### config.mk
export PLATFORM = sky130hd
export DESIGN_NAME = percent_decoder_unit
export DESIGN_NICKNAME = d
export VERILOG_FILES = /design/src/sv/pdec_pkg.sv /design/src/sv/percent_decoder_unit.sv /design/src/sv/pdec_core.sv
export SDC_FILE = /design/constraint.sdc
export NUM_CORES = 1
export LEC_CHECK = 0
export BUFFER_PORTS_ARGS = -buffer_cell sky130_fd_sc_hd__buf_4
export CAP_MARGIN = 40
export CORE_MARGIN = 1
export CORE_UTILIZATION = 30
export CTS_CLUSTER_SIZE = 12
export DETAILED_ROUTE_END_ITERATION = 7
export GPL_TIMING_DRIVEN = 0
export SYNTH_ARGS = -nofsm -noshare
export SYNTH_HDL_FRONTEND = slang
export SYNTH_SLANG_ARGS = --single-unit
### constraint.sdc
create_clock -name clk -period 5.05 [get_ports clk]
set_clock_uncertainty 0.15 [all_clocks]
set_input_delay 0.7575 -clock clk [delete_from_list [all_inputs] [get_ports clk]]
set_output_delay 0.7575 -clock clk [all_outputs]
set_load 0.05 [all_outputs]
### src/sv/pdec_pkg.sv
// ---------------------------------------------------------------------------
// pdec_pkg: shared types and constants of the percent decoder
// Result item layout, decode bundle and character codes.
// ---------------------------------------------------------------------------
package pdec_pkg;

    // Result slots one input byte can produce
    localparam int MAX_RES = 3;
    localparam int CNT_W   = $clog2(MAX_RES + 1);

    // Character codes
    localparam logic [7:0] PCT_CHAR   = 8'h25;
    localparam logic [7:0] PLUS_CHAR  = 8'h2B;
    localparam logic [7:0] SPACE_CHAR = 8'h20;
    localparam logic [7:0] QMARK_CHAR = 8'h3F;

    // Error handling modes; the unused code behaves as keep
    localparam logic [1:0] MODE_STRICT  = 2'd0;
    localparam logic [1:0] MODE_REPLACE = 2'd1;
    localparam logic [1:0] MODE_KEEP    = 2'd2;

    // One result item
    typedef struct packed {
        logic [7:0] data;
        logic       run_last;
        logic       string_end;
        logic       error;
    } result_t;

    // All results caused by one input item
    typedef struct packed {
        logic [CNT_W-1:0]          cnt;
        result_t [MAX_RES-1:0]     ent;
    } decode_t;

endpackage

### src/sv/percent_decoder_unit.sv
// ---------------------------------------------------------------------------
// percent_decoder_unit: streaming URL percent decoder
// Decodes '+' and %XX escapes from a byte stream, one byte per cycle unless stalled.
// ---------------------------------------------------------------------------
// Usage:
//   Input channel s_*: one raw byte per item, s_tlast on the last byte of a
//   string. Output channel m_*: decoded bytes; m_tlast marks the last result
//   caused by one input byte, m_tuser carries string end and error flags.
//   Config channel cfg_*: writes the error mode (strict, replace, keep); it
//   is always ready and should only be written while the block is idle.
// Path: an accepted item waits in the input register and moves to the
//   result buffer, whose head drives m_*, once that buffer is free.
// Throughput: one item per cycle while each byte yields at most one result
//   and m_tready is high. A byte that yields several results (up to three,
//   only in keep mode) holds the input register until the result buffer,
//   which drains one item per cycle while m_tready is high, hands out its last.
// Reset: clears the escape state, the input valid flag and result count, and the mode (strict).
// Stall: while m_tready is low the current result holds; s_tready drops once
//   the input register holds an item that the result buffer cannot take.
// ---------------------------------------------------------------------------
module percent_decoder_unit (
    input  logic        clk,
    input  logic        rst_n,
    // Input item
    input  logic        s_tvalid,
    output logic        s_tready,
    input  logic [7:0]  s_tdata,    // [7:0] in_byte
    input  logic        s_tlast,    // in_last
    // Result item
    output logic        m_tvalid,
    input  logic        m_tready,
    output logic [7:0]  m_tdata,    // [7:0] out_byte
    output logic        m_tlast,    // run_last
    output logic [1:0]  m_tuser,    // [0] string_end, [1] error
    // Configuration write
    input  logic        cfg_valid,
    output logic        cfg_ready,
    input  logic [1:0]  cfg_data    // err_mode
);

    logic [1:0]                 err_mode_reg;
    logic                       in_valid_reg;
    logic [7:0]                 in_byte_reg;
    logic                       in_last_reg;
    pdec_pkg::result_t          buf_reg [pdec_pkg::MAX_RES];
    logic [pdec_pkg::CNT_W-1:0] cnt_reg;
    pdec_pkg::decode_t          dec;
    logic                       s_fire;
    logic                       m_fire;
    logic                       buf_free;
    logic                       advance;

    assign cfg_ready = 1'b1;

    // Handshakes
    assign s_fire   = s_tvalid && s_tready;
    assign m_fire   = m_tvalid && m_tready;
    assign buf_free = (cnt_reg == '0) || ((cnt_reg == pdec_pkg::CNT_W'(1)) && m_fire);
    assign advance  = in_valid_reg && buf_free;
    assign s_tready = !in_valid_reg || advance;

    pdec_core u_core (
        .clk       (clk),
        .rst_n     (rst_n),
        .item_byte (in_byte_reg),
        .item_last (in_last_reg),
        .mode      (err_mode_reg),
        .advance   (advance),
        .dec       (dec)
    );

    // Hold the error mode
    always_ff @(posedge clk or negedge rst_n)
    begin
        if (!rst_n) begin
            err_mode_reg <= pdec_pkg::MODE_STRICT;
        end else if (cfg_valid && cfg_ready) begin
            err_mode_reg <= cfg_data;
        end
    end

    // Input register valid and result count
    always_ff @(posedge clk or negedge rst_n)
    begin
        if (!rst_n) begin
            in_valid_reg <= 1'b0;
            cnt_reg      <= '0;
        end else begin
            if (s_fire) begin
                in_valid_reg <= 1'b1;
            end else if (advance) begin
                in_valid_reg <= 1'b0;
            end
            if (advance) begin
                cnt_reg <= dec.cnt;
            end else if (m_fire) begin
                cnt_reg <= cnt_reg - 1'b1;
            end
        end
    end

    // Input payload loads on accept; result payload loads on advance, shifts down on each taken item
    always_ff @(posedge clk)
    begin
        if (s_fire) begin
            in_byte_reg <= s_tdata;
            in_last_reg <= s_tlast;
        end
        if (advance) begin
            for (int k = 0; k < pdec_pkg::MAX_RES; k++) begin
                buf_reg[k] <= dec.ent[k];
            end
        end else if (m_fire) begin
            for (int k = 0; k < pdec_pkg::MAX_RES - 1; k++) begin
                buf_reg[k] <= buf_reg[k+1];
            end
        end
    end

    // Present the head of the result buffer
    assign m_tvalid   = (cnt_reg != '0);
    assign m_tdata    = buf_reg[0].data;
    assign m_tlast    = buf_reg[0].run_last;
    assign m_tuser[0] = buf_reg[0].string_end;
    assign m_tuser[1] = buf_reg[0].error;

endmodule

### src/sv/pdec_core.sv
// ---------------------------------------------------------------------------
// pdec_core: escape state and per-byte decode logic
// Holds the escape phase, the held digit and the drop flag, and turns one
// input byte into its list of up to three result items.
// ---------------------------------------------------------------------------
module pdec_core (
    input  logic                clk,
    input  logic                rst_n,
    input  logic [7:0]          item_byte,
    input  logic                item_last,
    input  logic [1:0]          mode,
    input  logic                advance,
    output pdec_pkg::decode_t   dec
);

    typedef enum logic [1:0] {
        PH_IDLE,
        PH_PCT,
        PH_DIGIT
    } phase_t;

    phase_t                     phase_reg;
    phase_t                     phase_next;
    logic [7:0]                 held_reg;
    logic [7:0]                 held_next;
    logic                       drop_reg;
    logic                       drop_next;

    logic [7:0]                 res [pdec_pkg::MAX_RES];
    logic [pdec_pkg::CNT_W-1:0] cnt;
    logic                       err;
    logic [4:0]                 hi_dig;
    logic [4:0]                 lo_dig;

    // Map '+' to space
    function automatic logic [7:0] xlate(input logic [7:0] c);
        return (c == pdec_pkg::PLUS_CHAR) ? pdec_pkg::SPACE_CHAR : c;
    endfunction

    // Hex digit value with a valid flag in the top bit
    function automatic logic [4:0] hex_val(input logic [7:0] c);
        logic [4:0] r;
        r = 5'd0;
        if (c inside {[8'h30:8'h39]}) begin
            r = {1'b1, c[3:0]};
        end else if (c inside {[8'h41:8'h46], [8'h61:8'h66]}) begin
            r = {1'b1, c[3:0] + 4'd9};
        end
        return r;
    endfunction

    assign hi_dig = hex_val(held_reg);
    assign lo_dig = hex_val(item_byte);

    // Decode one byte: emit results and work out the next escape state
    always_comb
    begin
        for (int k = 0; k < pdec_pkg::MAX_RES; k++) begin
            res[k] = 8'd0;
        end
        cnt        = '0;
        err        = 1'b0;
        phase_next = phase_reg;
        held_next  = held_reg;
        drop_next  = drop_reg;

        if (drop_reg) begin
            drop_next = !item_last;
        end else begin
            case (phase_reg)
                PH_IDLE:
                begin
                    if (item_byte == pdec_pkg::PCT_CHAR) begin
                        phase_next = PH_PCT;
                    end else begin
                        res[cnt] = xlate(item_byte);
                        cnt      = cnt + 1'b1;
                    end
                end
                PH_PCT:
                begin
                    held_next  = item_byte;
                    phase_next = PH_DIGIT;
                end
                PH_DIGIT:
                begin
                    phase_next = PH_IDLE;
                    if (hi_dig[4] && lo_dig[4]) begin
                        res[cnt] = {hi_dig[3:0], lo_dig[3:0]};
                        cnt      = cnt + 1'b1;
                    end else begin
                        case (mode)
                            pdec_pkg::MODE_STRICT:
                            begin
                                err = 1'b1;
                            end
                            pdec_pkg::MODE_REPLACE:
                            begin
                                res[cnt] = pdec_pkg::QMARK_CHAR;
                                cnt      = cnt + 1'b1;
                            end
                            default:
                            begin
                                // Keep the '%' and rescan the two bytes after it
                                res[cnt] = pdec_pkg::PCT_CHAR;
                                cnt      = cnt + 1'b1;
                                if (held_reg == pdec_pkg::PCT_CHAR) begin
                                    phase_next = PH_DIGIT;
                                    held_next  = item_byte;
                                end else begin
                                    res[cnt] = xlate(held_reg);
                                    cnt      = cnt + 1'b1;
                                    if (item_byte == pdec_pkg::PCT_CHAR) begin
                                        phase_next = PH_PCT;
                                    end else begin
                                        res[cnt] = xlate(item_byte);
                                        cnt      = cnt + 1'b1;
                                    end
                                end
                            end
                        endcase
                    end
                end
                default:
                begin
                    phase_next = PH_IDLE;
                end
            endcase

            // Close an open escape at the end of the string
            if (item_last && !err) begin
                case (phase_next)
                    PH_PCT:
                    begin
                        if (mode == pdec_pkg::MODE_STRICT) begin
                            err = 1'b1;
                        end else begin
                            res[cnt] = (mode == pdec_pkg::MODE_REPLACE) ?
                                       pdec_pkg::QMARK_CHAR : pdec_pkg::PCT_CHAR;
                            cnt      = cnt + 1'b1;
                        end
                    end
                    PH_DIGIT:
                    begin
                        if (mode == pdec_pkg::MODE_STRICT) begin
                            err = 1'b1;
                        end else if (mode == pdec_pkg::MODE_REPLACE) begin
                            res[cnt] = pdec_pkg::QMARK_CHAR;
                            cnt      = cnt + 1'b1;
                        end else begin
                            res[cnt] = pdec_pkg::PCT_CHAR;
                            cnt      = cnt + 1'b1;
                            res[cnt] = (held_next == pdec_pkg::PCT_CHAR) ?
                                       pdec_pkg::PCT_CHAR : xlate(held_next);
                            cnt      = cnt + 1'b1;
                        end
                    end
                    default:
                    begin
                    end
                endcase
                phase_next = PH_IDLE;
            end

            // Reject the string and drop the rest of it
            if (err) begin
                phase_next = PH_IDLE;
                held_next  = 8'd0;
                drop_next  = !item_last;
            end
        end
    end

    // Build the result list
    always_comb
    begin
        if (err) begin
            dec.cnt = pdec_pkg::CNT_W'(1);
            dec.ent = '0;
            dec.ent[0].run_last   = 1'b1;
            dec.ent[0].string_end = 1'b1;
            dec.ent[0].error      = 1'b1;
        end else begin
            dec.cnt = cnt;
            for (int k = 0; k < pdec_pkg::MAX_RES; k++) begin
                dec.ent[k].data       = res[k];
                dec.ent[k].run_last   = (pdec_pkg::CNT_W'(k + 1) == cnt);
                dec.ent[k].string_end = (pdec_pkg::CNT_W'(k + 1) == cnt) && item_last;
                dec.ent[k].error      = 1'b0;
            end
        end
    end

    // Hold escape state; advance when the byte moves to the result buffer
    always_ff @(posedge clk or negedge rst_n)
    begin
        if (!rst_n) begin
            phase_reg <= PH_IDLE;
            held_reg  <= 8'd0;
            drop_reg  <= 1'b0;
        end else if (advance) begin
            phase_reg <= phase_next;
            held_reg  <= held_next;
            drop_reg  <= drop_next;
        end
    end

endmodule

==> reports/results.ini <==
[placed_design]
place_area_mm2=0.00499
placed_cells=739
port_buffers=28
gp_congestion=0.927
hpwl_um=12100
pre_cts_ws_ns=-0.683

[power]
pwr_density_cell_mw_per_mm2=403
p_leak_uw=0.00206
vdd_ir_drop_max_v=0.000144

[floorplanning]
rows=44
dieArea_mm2=0.0156
core-area_mm2=0.0146
ioPinCount=30
start_util_pct=30.9
die_w_um=125
die_h_um=125

[logic_synthesis]
ys_warn_count=0
ys_seq_area_share_pct=35.4
yosys-top-cells-area=edfxtp_1, dfrtp_1, nand2_1
synth_area_mm2=0.00453
syn_avg_cell_area_um2=8.62
synthArstFlopShare_pct=28.6
synth_ff_type=edfxtp_1
synth-edff-count=40
ys_ff_latch=56
syn_inst=525
synth.distinct_cells=81
synth_top_area_share_pct=26.5
yosys.area.top_type=edfxtp_1
syn_nets=562

[worst_setup_path]
critPathMaxFanout=11
cpPeakStageDelay_ns=0.53
crit_type=register to register
crit_slowest_cell=a221o_1
critPathRequiredTime_ns=5.08
cp_top_family=compound AO/OA/AOI/OAI gates
critPathLaunchType=register
worst_path_most_repeated_cell=inv_1
crit_chain=clkbuf_2 > inv_1 > ha_1 > inv_1 > o311a_1 > or2_1 > nand2_2 > nand3_4 > inv_1 > buf_4 > nand2_1 > a21oi_2 > ha_2 > nor2b_1 > clkbuf_2 > o21ai_0 > a221o_1 > nor4b_2 > a211o_1
worst_setup_path_end_kind=register
worstPathArrival_ns=4.87
cp_num_buf_inv=6

[detailed_routing]
drtAntennaViolNets=0
wl_per_cell_um=21.1
drc=8
routed-via-count=4483
drt-pass1-iter-count=7
via_per_inst=5.94
routed_wl_um=15900
drtIter0Drc=402

[min_path]
hp-class=input pin to async pin

[sta]
relSlewSlack_pct=46.8
setup-violations-final=0
slew_violations=0
finalHoldViolCount=0
timing.fmax_ghz=0.207
tns_ns=0
setup_slack_ns=0.212
rsz0062_at_grt=no
tightestPinTransition_ns=0.795
fin_crit_ns=4.84
period_share_pct=95.8

[grt]
grt_usage_pct=20.7
grt_start_max_net_pins=22
grt_first_pass_wirelength_um=24700
overflow=0
grt_pass1_vias=4233
antenna_found_initial=0

[clock_network]
clk_pin_slew_ns=0.08
cts_buffer_depth=2
cts_buffers=5
clock_latency_ns=0.30
cts_max_level=2
cts_root_buf=clkbuf_16
cts.sinks=56
cts_tree=yes
cts_hold_buf=0

[layout]
fillers=1533
area_growth_pct=16.0
drive_gt1_share_pct=16.6
antenna_cells=0
largest_reg_flops=31
nets=607
finish.instance_area_mm2=0.00525
fin_cells=755

[run]
max_cap_violations=0

[outcome]
status=finished, violations left
failed_checks=design-rule violations

==> Yosys cell counts, types with 4 or more instances <==
library cell and instances:
and2_1 7, nor3_1 9, o211ai_1 5, a22o_1 15
dfrtp_1 16, edfxtp_1 40, o31ai_1 6, nand3_1 16
a31oi_1 9, buf_2 6, clkbuf_1 15, a21oi_1 23
and3_1 6, nand2b_1 9, nand2_1 73, o2111ai_1 5
o21ai_0 45, a32o_1 5, buf_4 14, inv_1 24
ha_1 21, a21o_1 6, nand4_1 4, nor2b_1 5
nor2_1 41, a32oi_1 6, a22oi_1 10, a221o_1 5
a211o_1 4, xnor2_1 4
==> power by group <==
group / leakage, uW / total, uW / internal [uW] / switching, uW
logic: 0.00138 / 1000 / 327 / 673
registers: 0.000602 / 756 / 681 / 74.3
clock network: 0.0000702 / 363 / 186 / 177
total: 0.00206 / 2120 / 1190 / 924
==> repair_timing <==
| item | 4_1_cts | 5_1_grt |
|---|---|---|
| endpoints found under the setup margin | 34 | 21 |
| gates resized for setup | 8 | 9 |
| buffers inserted | 2 | 6 |
| pin swaps | 0 | 1 |
==> layout by cell type, fill, tap and decap left out, types with 6 or more instances in the layout <==
cell      instances
a21o_1            6
a22o_1           15
nor3_1            9
and3_1            6
nand2b_1          8
a22oi_1          10
and2_1            7
nand3_1          16
clkbuf_1         13
inv_1            24
a31oi_1           9
o21ai_0          44
edfxtp_1         40
nor2_1           40
dfrtp_1          16
a21oi_1          20
a32oi_1           6
buf_4            51
ha_1             20
nand2_1          72
==> area by class of cell <==
type                            count  area (um^2)  share of cell area (%)
Multi-Input combinational cell    405         2670                    50.7
Sequential cell                    56         1600                    30.5
Timing Repair Buffer               38          293                    5.57
Tap cell                          184          230                    4.38
Buffer                             38          215                    4.10
Clock buffer                        5          125                    2.38
Inverter                           26          103                    1.95
Clock inverter                      3         21.3                   0.405
==> cells by family (layout without fill, tap and decap cells) <==
logic type | after synthesis | after routing | synth area share (%)
fa+ha+maj | 21 | 21 | 5.80
other cells | 1 | 1 | 0.0828
xor+xnor | 5 | 5 | 0.967
compound gates | 189 | 189 | 30.2
buf+inv | 64 | 110 | 6.80
simple gates | 189 | 189 | 20.8
flops | 56 | 56 | 35.4
==> per-stage QoR <==
stage | utilization [%] | hold WS, ns | power [uW]
after floorplan | - | 0.312 | 1430
after global placement | 33.9 | 0.354 | 1720
after detailed placement | 34.1 | 0.361 | 1740
after CTS | 35.4 | 0.169 | 2110
after global routing | 35.9 | 0.170 | 2230
final | 35.9 | 0.164 | 2120
==> per-layer routing <==
layer / vias up / global-route usage (%) / share of wire [%]
met5: - / 0 / 0
met4: 0 / 10.8 / 4.4
met3: 50 / 4.08 / 8.7
met2: 222 / 31.5 / 44
met1: 2153 / 27.7 / 43
li1: 2058 / - / -
==> path summary, 6_finish.rpt <==
path / from / endpoint / slack, ns / cells after the start
worst max register to register: u_core.held_reg[0] / buf_reg[0][1] / 0.21 / 19
worst min register to register: buf_reg[1][9] / buf_reg[0][20] / 0.38 / 2
worst max-delay path: u_core.held_reg[0] / buf_reg[0][1] / 0.21 / 19
min in group clk: buf_reg[1][9] / buf_reg[0][20] / 0.38 / 2
worst min-delay path: rst_n / in_valid_reg / 0.16 / 1
max in group asynchronous: rst_n / err_mode_reg[1] / 4.38 / 1
(Power assumes the default switching activity.)
